<file path="src/rtl/letter_statistics_histogram_unit_macros.svh">
// assertion helpers for the histogram unit
`ifndef LETTER_STATISTICS_HISTOGRAM_UNIT_MACROS_SVH
`define LETTER_STATISTICS_HISTOGRAM_UNIT_MACROS_SVH

// same-cycle implication, checked out of reset
`define LSH_ASSERT_NOW(label, clk, rst, ante, cons) \
  label: assert property (@(posedge clk) disable iff (rst) (ante) |-> (cons)) \
    else $error("lsh check failed: same-cycle rule");

// next-cycle implication, checked out of reset
`define LSH_ASSERT_NEXT(label, clk, rst, ante, cons) \
  label: assert property (@(posedge clk) disable iff (rst) (ante) |=> (cons)) \
    else $error("lsh check failed: next-cycle rule");

`endif

</file>
<file path="src/rtl/lsh_pkg.sv">
package lsh_pkg;

  localparam int NUM_LETTERS    = 26;
  localparam int IDX_W          = 5;
  localparam int CHAR_W         = 8;
  localparam int OUT_CNT_W      = 16;
  localparam int COUNT_BITS_DEF = 16;
  localparam int DATA_W         = 48;

  localparam logic [CHAR_W-1:0] CH_LOWER_A = 8'd97;
  localparam logic [CHAR_W-1:0] CH_LOWER_Z = 8'd122;
  localparam logic [CHAR_W-1:0] CH_UPPER_A = 8'd65;
  localparam logic [CHAR_W-1:0] CH_UPPER_Z = 8'd90;
  localparam logic [CHAR_W-1:0] CH_SPACE   = 8'd32;
  localparam logic [CHAR_W-1:0] CH_COMMA   = 8'd44;
  localparam logic [CHAR_W-1:0] CH_PERIOD  = 8'd46;

  typedef struct packed {
    logic take;     // text byte accepted this cycle
    logic advance;  // result beat taken downstream
    logic clear;    // final result beat taken
  } lsh_cmd_t;

  typedef struct packed {
    logic final_beat;
  } lsh_sts_t;

  typedef struct packed {
    logic                 run_last;
    logic                 list_valid;
    logic [IDX_W-1:0]     list_letter;
    logic [OUT_CNT_W-1:0] top_count;
    logic [IDX_W-1:0]     top_letter;
    logic [IDX_W-1:0]     distinct_total;
    logic [OUT_CNT_W-1:0] letter_total;
    logic                 legal;
  } lsh_res_t;

endpackage

</file>
<file path="src/rtl/lsh_ctrl.sv">
module lsh_ctrl
  import lsh_pkg::*;
(
  input  logic     clk,
  input  logic     rst,
  input  logic     s_tvalid,
  input  logic     s_tlast,
  output logic     s_tready,
  output logic     m_tvalid,
  input  logic     m_tready,
  input  lsh_sts_t sts,
  output lsh_cmd_t cmd
);

  localparam logic ST_TAKE = 1'b0;
  localparam logic ST_EMIT = 1'b1;

  logic state;
  logic state_next;

  always_comb begin
    s_tready    = (state == ST_TAKE);
    m_tvalid    = (state == ST_EMIT);
    cmd.take    = s_tvalid && s_tready;
    cmd.advance = m_tvalid && m_tready;
    cmd.clear   = cmd.advance && sts.final_beat;
    state_next  = state;
    unique case (state)
      ST_TAKE: begin
        if (cmd.take && s_tlast) state_next = ST_EMIT;
      end
      ST_EMIT: begin
        if (cmd.clear) state_next = ST_TAKE;
      end
      default: state_next = ST_TAKE;
    endcase
  end

  always_ff @(posedge clk) begin
    if (rst) begin
      state <= ST_TAKE;
    end else begin
      state <= state_next;
    end
  end

endmodule

</file>
<file path="src/rtl/lsh_dp.sv">
module lsh_dp
  import lsh_pkg::*;
#(
  parameter int COUNT_BITS = COUNT_BITS_DEF
) (
  input  logic              clk,
  input  logic              rst,
  input  lsh_cmd_t          cmd,
  input  logic [CHAR_W-1:0] char_code,
  output lsh_sts_t          sts,
  output lsh_res_t          res
);

  localparam logic [COUNT_BITS-1:0] CNT_MAX = '1;

  logic [COUNT_BITS-1:0] counts [NUM_LETTERS];
  logic [IDX_W-1:0]      first_rank [NUM_LETTERS];
  logic [IDX_W-1:0]      appearance_order [NUM_LETTERS];
  logic [NUM_LETTERS-1:0] seen;
  logic [IDX_W-1:0]      distinct;
  logic [COUNT_BITS-1:0] letters_seen;
  logic                  legal;
  logic [IDX_W-1:0]      best_letter;
  logic [IDX_W-1:0]      best_rank;
  logic [COUNT_BITS-1:0] best_count;
  logic [IDX_W-1:0]      emit_k;

  logic                  is_lower;
  logic                  is_upper;
  logic                  is_letter;
  logic                  is_punct;
  logic [IDX_W-1:0]      letter_idx;
  logic                  is_new;
  logic [COUNT_BITS-1:0] cnt_cur;
  logic [COUNT_BITS-1:0] cnt_new;
  logic [IDX_W-1:0]      rank_cur;
  logic                  take_best;
  logic                  take_letter;
  logic [COUNT_BITS+OUT_CNT_W-1:0] total_ext;
  logic [COUNT_BITS+OUT_CNT_W-1:0] best_ext;

  always_comb begin
    is_lower  = (char_code >= CH_LOWER_A) && (char_code <= CH_LOWER_Z);
    is_upper  = (char_code >= CH_UPPER_A) && (char_code <= CH_UPPER_Z);
    is_letter = is_lower || is_upper;
    is_punct  = (char_code == CH_SPACE) || (char_code == CH_COMMA) ||
                (char_code == CH_PERIOD);
    if (is_lower) letter_idx = IDX_W'(char_code - CH_LOWER_A);
    else if (is_upper) letter_idx = IDX_W'(char_code - CH_UPPER_A);
    else letter_idx = '0;
    take_letter = cmd.take && is_letter;
    is_new   = !seen[letter_idx];
    cnt_cur  = is_new ? '0 : counts[letter_idx];
    cnt_new  = (cnt_cur == CNT_MAX) ? cnt_cur : cnt_cur + COUNT_BITS'(1);
    rank_cur = is_new ? distinct : first_rank[letter_idx];
    // tie goes to the letter that showed up first
    take_best = (cnt_new > best_count) ||
                ((cnt_new == best_count) && (letter_idx != best_letter) &&
                 (rank_cur < best_rank));
  end

  always_ff @(posedge clk) begin
    if (take_letter) begin
      counts[letter_idx] <= cnt_new;
      if (is_new) begin
        first_rank[letter_idx]     <= distinct;
        appearance_order[distinct] <= letter_idx;
      end
    end
  end

  always_ff @(posedge clk) begin
    if (rst || cmd.clear) begin
      seen         <= '0;
      distinct     <= '0;
      letters_seen <= '0;
      legal        <= 1'b1;
      best_letter  <= '0;
      best_rank    <= '0;
      best_count   <= '0;
      emit_k       <= '0;
    end else begin
      if (take_letter) begin
        seen[letter_idx] <= 1'b1;
        if (is_new) distinct <= distinct + IDX_W'(1);
        if (letters_seen != CNT_MAX) letters_seen <= letters_seen + COUNT_BITS'(1);
        if (take_best) begin
          best_letter <= letter_idx;
          best_rank   <= rank_cur;
          best_count  <= cnt_new;
        end
      end
      if (cmd.take && !is_letter && !is_punct) legal <= 1'b0;
      if (cmd.advance) emit_k <= emit_k + IDX_W'(1);
    end
  end

  always_comb begin
    total_ext = {{OUT_CNT_W{1'b0}}, letters_seen};
    best_ext  = {{OUT_CNT_W{1'b0}}, best_count};
    sts.final_beat     = (distinct == '0) || (emit_k == IDX_W'(distinct - IDX_W'(1)));
    res.legal          = legal;
    res.letter_total   = total_ext[OUT_CNT_W-1:0];
    res.distinct_total = distinct;
    res.top_letter     = best_letter;
    res.top_count      = best_ext[OUT_CNT_W-1:0];
    res.list_valid     = (distinct != '0);
    res.list_letter    = (distinct == '0) ? '0 : appearance_order[emit_k];
    res.run_last       = sts.final_beat;
  end

endmodule

</file>
<file path="src/rtl/letter_statistics_histogram_unit.sv">
// channel | dir | tdata (low bit up)                                   | tuser      | tlast
// s       | in  | char_code[7:0]                                       | -          | end_of_text
// m       | out | legal, letter_total, distinct_total, top_letter,     | list_valid | run_last
//         |     | top_count, list_letter (48 bits)                     |            |
// text bytes are taken one per cycle outside the result run; each letter updates its count,
// total and leader in that cycle through a single read-modify-write of the letter count registers
// after the final byte, input stalls while 1 to 26 result beats go out, one per cycle of m_tready
// the last result beat clears all statistics in that cycle; the next text starts right after
// synchronous reset clears the same state and leaves the unit ready for text
`include "letter_statistics_histogram_unit_macros.svh"

module letter_statistics_histogram_unit
  import lsh_pkg::*;
#(
  parameter int COUNT_BITS = COUNT_BITS_DEF
) (
  input  logic              clk,
  input  logic              rst,
  input  logic              s_tvalid,
  output logic              s_tready,
  input  logic [CHAR_W-1:0] s_tdata,   // char_code[7:0]
  input  logic              s_tlast,
  output logic              m_tvalid,
  input  logic              m_tready,
  output logic [DATA_W-1:0] m_tdata,   // legal, letter_total, distinct_total, top_letter,
                                       // top_count, list_letter
  output logic              m_tuser,   // list_valid
  output logic              m_tlast
);

  lsh_cmd_t cmd;
  lsh_sts_t sts;
  lsh_res_t res;

  lsh_ctrl u_ctrl (
    .clk      (clk),
    .rst      (rst),
    .s_tvalid (s_tvalid),
    .s_tlast  (s_tlast),
    .s_tready (s_tready),
    .m_tvalid (m_tvalid),
    .m_tready (m_tready),
    .sts      (sts),
    .cmd      (cmd)
  );

  lsh_dp #(
    .COUNT_BITS (COUNT_BITS)
  ) u_dp (
    .clk       (clk),
    .rst       (rst),
    .cmd       (cmd),
    .char_code (s_tdata),
    .sts       (sts),
    .res       (res)
  );

  assign m_tdata = {res.list_letter, res.top_count, res.top_letter,
                    res.distinct_total, res.letter_total, res.legal};
  assign m_tuser = res.list_valid;
  assign m_tlast = res.run_last;

  `LSH_ASSERT_NOW(a_no_overlap, clk, rst, s_tready, !m_tvalid)
  `LSH_ASSERT_NEXT(a_final_starts_run, clk, rst, s_tvalid && s_tready && s_tlast, m_tvalid)
  `LSH_ASSERT_NEXT(a_run_end_frees, clk, rst, m_tvalid && m_tready && m_tlast, s_tready)
  `LSH_ASSERT_NOW(a_empty_single, clk, rst, m_tvalid && !m_tuser, m_tlast)

endmodule

</file>
<file path="config.mk">
export PLATFORM = sky130hd
export DESIGN_NAME = letter_statistics_histogram_unit
export DESIGN_NICKNAME = d
export VERILOG_FILES = /design/src/rtl/lsh_pkg.sv /design/src/rtl/lsh_ctrl.sv /design/src/rtl/lsh_dp.sv /design/src/rtl/letter_statistics_histogram_unit.sv
export VERILOG_INCLUDE_DIRS = /design/src /design/src/rtl
export SDC_FILE = /design/constraint.sdc
export NUM_CORES = 1
export LEC_CHECK = 0
export BUFFER_PORTS_ARGS = -buffer_cell sky130_fd_sc_hd__buf_4
export CAP_MARGIN = 20
export CORE_ASPECT_RATIO = 0.75
export CORE_MARGIN = 1.5
export CORE_UTILIZATION = 58
export CTS_CLUSTER_DIAMETER = 150
export CTS_CLUSTER_SIZE = 8
export DETAILED_ROUTE_END_ITERATION = 8
export PLACE_DENSITY_LB_ADDON = 0.05
export SYNTH_ARGS = -nofsm -noshare
export SYNTH_HDL_FRONTEND = slang
export SYNTH_SLANG_ARGS = --single-unit
</file>
<file path="constraint.sdc">
create_clock -name clk -period 20 [get_ports clk]
set_clock_uncertainty 0.1 [all_clocks]
set_input_delay 4 -clock clk [delete_from_list [all_inputs] [get_ports clk]]
set_output_delay 4 -clock clk [all_outputs]
set_load 0.01 [all_outputs]
</file>
==> reports/metrics.cfg <==
[clocking]
cts_resized = 0
cts_tree = yes
cts_buffer_depth = 3
path_clk_slew_ns = 0.05
cts_buffers = 105
cts_num_sinks = 761
root_buffer = clkbuf_16
cts_setup_buffers = 0
cts.hold.buffers_added = 0
cts-htree-levels = 3
clock_latency_ns = 0.67

[layout]
drive_above_1_share_pct = 17.43
mostFrequentLayoutCell = edfxtp_1
mostFrequentLayoutCells = edfxtp_1 (676), nor2_1 (161), buf_4 (128)
diodes = 0
postLayoutCellArea_sq_um = 36360
area_growth_pct = 14.08
nFillCells = 3787
fin_nets = 2323

[die]
dieHeight_um = 206.0
coreArea_sq_um = 54350
start_util_pct = 58.65
boundaryPins = 65
rows = 74
die_area_sq_um = 56390
die-width_um = 273.7

[detailed_routing]
drtPass1Iterations = 6
vias = 20990
drt-initial-drc-count = 2728
drc = 0
avgViaCountPerCell = 6.840
wirelength_um = 98240
wl_per_cell_um = 32.01
ant_nets = 0

[placement]
dpl_cell_area_sq_um = 33360
dp_hpwl_um = 60070
place.gp.congestion = 0.9689
portBuffers = 64

[worst_setup_path]
endpoint_kind = flip-flop
critical-path-max-stage-delay_ns = 0.83
worst_setup_path_start_kind = primary input
critical_path_class = primary input to flip-flop
cp_data_required_time_ns = 20.44
cp_slowest_cell = and2_1
cp.arrival_ns = 14.11
critical_path_peak_fanout = 64
crit_top_cell = buf_4
rr_worst_depth = 25

[logic_synthesis]
synthDistinctLibCells = 92
synth_seq_cells = 761
avgSynthCellArea_sq_um = 14.56
synth_area_sq_um = 31870
postSynthCellCount = 2189
synth_edf_count = 676
synth_nets = 2234
ys_seq_area_share_pct = 69.02
async_flop_share_pct = 0
synth_warnings = 0
synth_flop_cell = edfxtp_1

[hold_path]
hold_depth = 2
hold_path.class = flip-flop to flip-flop

[timing]
rsz0062_at_grt = no
setup_viol = 0
period_needed_ns = 13.67
slew_headroom_pct = 22.53
tightest_slew_ns = 1.160
fin_tns_setup_ns = 0
maxSlewViolCount = 0
period_share_pct = 68.34
hold_viol_final = 0
fmax_mhz = 73.16

[status]
status = finished clean

[global_routing]
grt_max_degree = 75
track_usage_pct = 35.10
grt_remaining_overflow = 0
grt_pass1_wl_um = 139900
grt_pass1_vias = 19800
antenna_found_initial = 3

[pwr]
p_per_area_nw_per_um2 = 99.97
p_leak_uw = 0.01229
vdd_drop_max_mv = 0.08243

[flow_run]
drv_cap = 0

## synthesized netlist by cell type, drive strengths merged (8+ instances only)
library cell | number | area share [%]
clkbuf | 80 | 0.94
mux4 | 36 | 2.5
nor3 | 55 | 0.89
nor4 | 36 | 0.94
a222oi | 9 | 0.28
a22o | 29 | 0.80
a2bb2oi | 18 | 0.49
nand2b | 15 | 0.29
nand4 | 22 | 0.50
xor2 | 23 | 0.63
and3 | 11 | 0.23
a221oi | 43 | 1.2
a21oi | 55 | 0.86
o21ai | 22 | 0.35
o22ai | 72 | 1.4
a31oi | 47 | 0.92
o22a | 8 | 0.22
nor2b | 17 | 0.33
nand3 | 36 | 0.61
dfxtp | 85 | 5.3
buf | 67 | 1.2
nor2 | 188 | 2.2
inv | 64 | 0.75
mux2 | 43 | 1.5
and2 | 19 | 0.37
xnor2 | 22 | 0.60
ha | 32 | 1.3
o211ai | 18 | 0.42
and4 | 15 | 0.42
edfxtp | 676 | 64
nand2 | 102 | 1.2
o21a | 10 | 0.24
mux2i | 93 | 2.9
a211oi | 21 | 0.51
## power breakdown
group | total [uW] | internal (uW) | switching [uW]
Combinational | 261 | 76.2 | 184
Sequential | 1760 | 1750 | 4.29
Clock | 1620 | 975 | 644
## sequential cells by signal, indices dropped and copies added (netlist names), named ones only
register / count
u_dp.counts: 416
u_dp.appearance_order: 130
u_dp.first_rank: 130
u_dp.seen: 26
u_dp.best_count: 16
u_dp.letters_seen: 16
u_dp.best_letter: 5
u_dp.best_rank: 5
u_dp.distinct: 5
u_dp.emit_k: 5
u_ctrl.m_tvalid: 1
u_dp.legal: 1
## critical path: cells and delay by family
family | cells | cell delay [ns]
AO/OA/AOI/OAI | 7 | 1.37
buffers and inverters | 6 | 2.53
multiplexers | 1 | 0.22
AND/OR/NAND/NOR | 12 | 4.85
adder cells (fa/ha/maj) | 2 | 0.80
XOR/XNOR | 1 | 0.21
## final cells by class
type | instances | area, sq um | share of cell area, %
clock inverter | 6 | 85.08 | 0.2340
timing repair buffer | 129 | 988.4 | 2.718
tap | 722 | 903.4 | 2.484
multi-input combinational | 1216 | 9246 | 25.43
clock buffer | 170 | 2893 | 7.955
inverter | 65 | 244.0 | 0.6710
sequential | 761 | 22000 | 60.51
## path summary, 6_finish.rpt
| kind | end | slack [ns] | from |
|---|---|---|---|
| setup / recovery | u_dp.best_count[14]$_SDFFE_PP0P_ | 6.33 | s_tdata[0] |
| hold / removal | u_dp.best_rank[3]$_SDFFE_PP0P_ | 0.35 | u_dp.best_rank[3]$_SDFFE_PP0P_ |
| setup reg to reg | u_dp.best_count[14]$_SDFFE_PP0P_ | 12.34 | u_dp.seen[17]$_SDFFE_PP0P_ |
| hold reg to reg | u_dp.best_rank[3]$_SDFFE_PP0P_ | 0.35 | u_dp.best_rank[3]$_SDFFE_PP0P_ |
## metal layers
metal  global-route usage, %  wire, um  up-vias
met2                   47.71     41330     1420
met1                   53.15     40820    10580
met5                       0         9        -
met3                   11.11     12960      225
met4                   11.96      3128        2
li1                        -         -     8767
## stage by stage
step	util [%]	setup slack (ns)	instances	hold slack, ns	total power [uW]
after floorplan	-	8.055	2189	0.3319	1936
after global placement	61.38	6.227	2892	0.3436	2033
after detailed placement	61.38	6.019	2892	0.3466	2036
after CTS	66.86	6.680	3068	0.3539	3634
after global routing	66.91	5.855	3069	0.3751	3718
final	66.91	6.332	3069	0.3539	3635
## cell families (layout without fill, tap and decap cells)
logic type                 after synthesis  after routing  synth area share (%)
muxes                                  172            172                 6.995
and+or+nand+nor                        547            547                 8.907
buffers and inverters                  212            370                 2.924
xor gates and xnor gates                45             45                 1.236
adders and majority gates               32             32                 1.256
AOI/OAI and AO/OA                      420            420                 9.657
DFF                                    761            761                 69.02
Note: power is estimated with default switching activity, not from simulation.
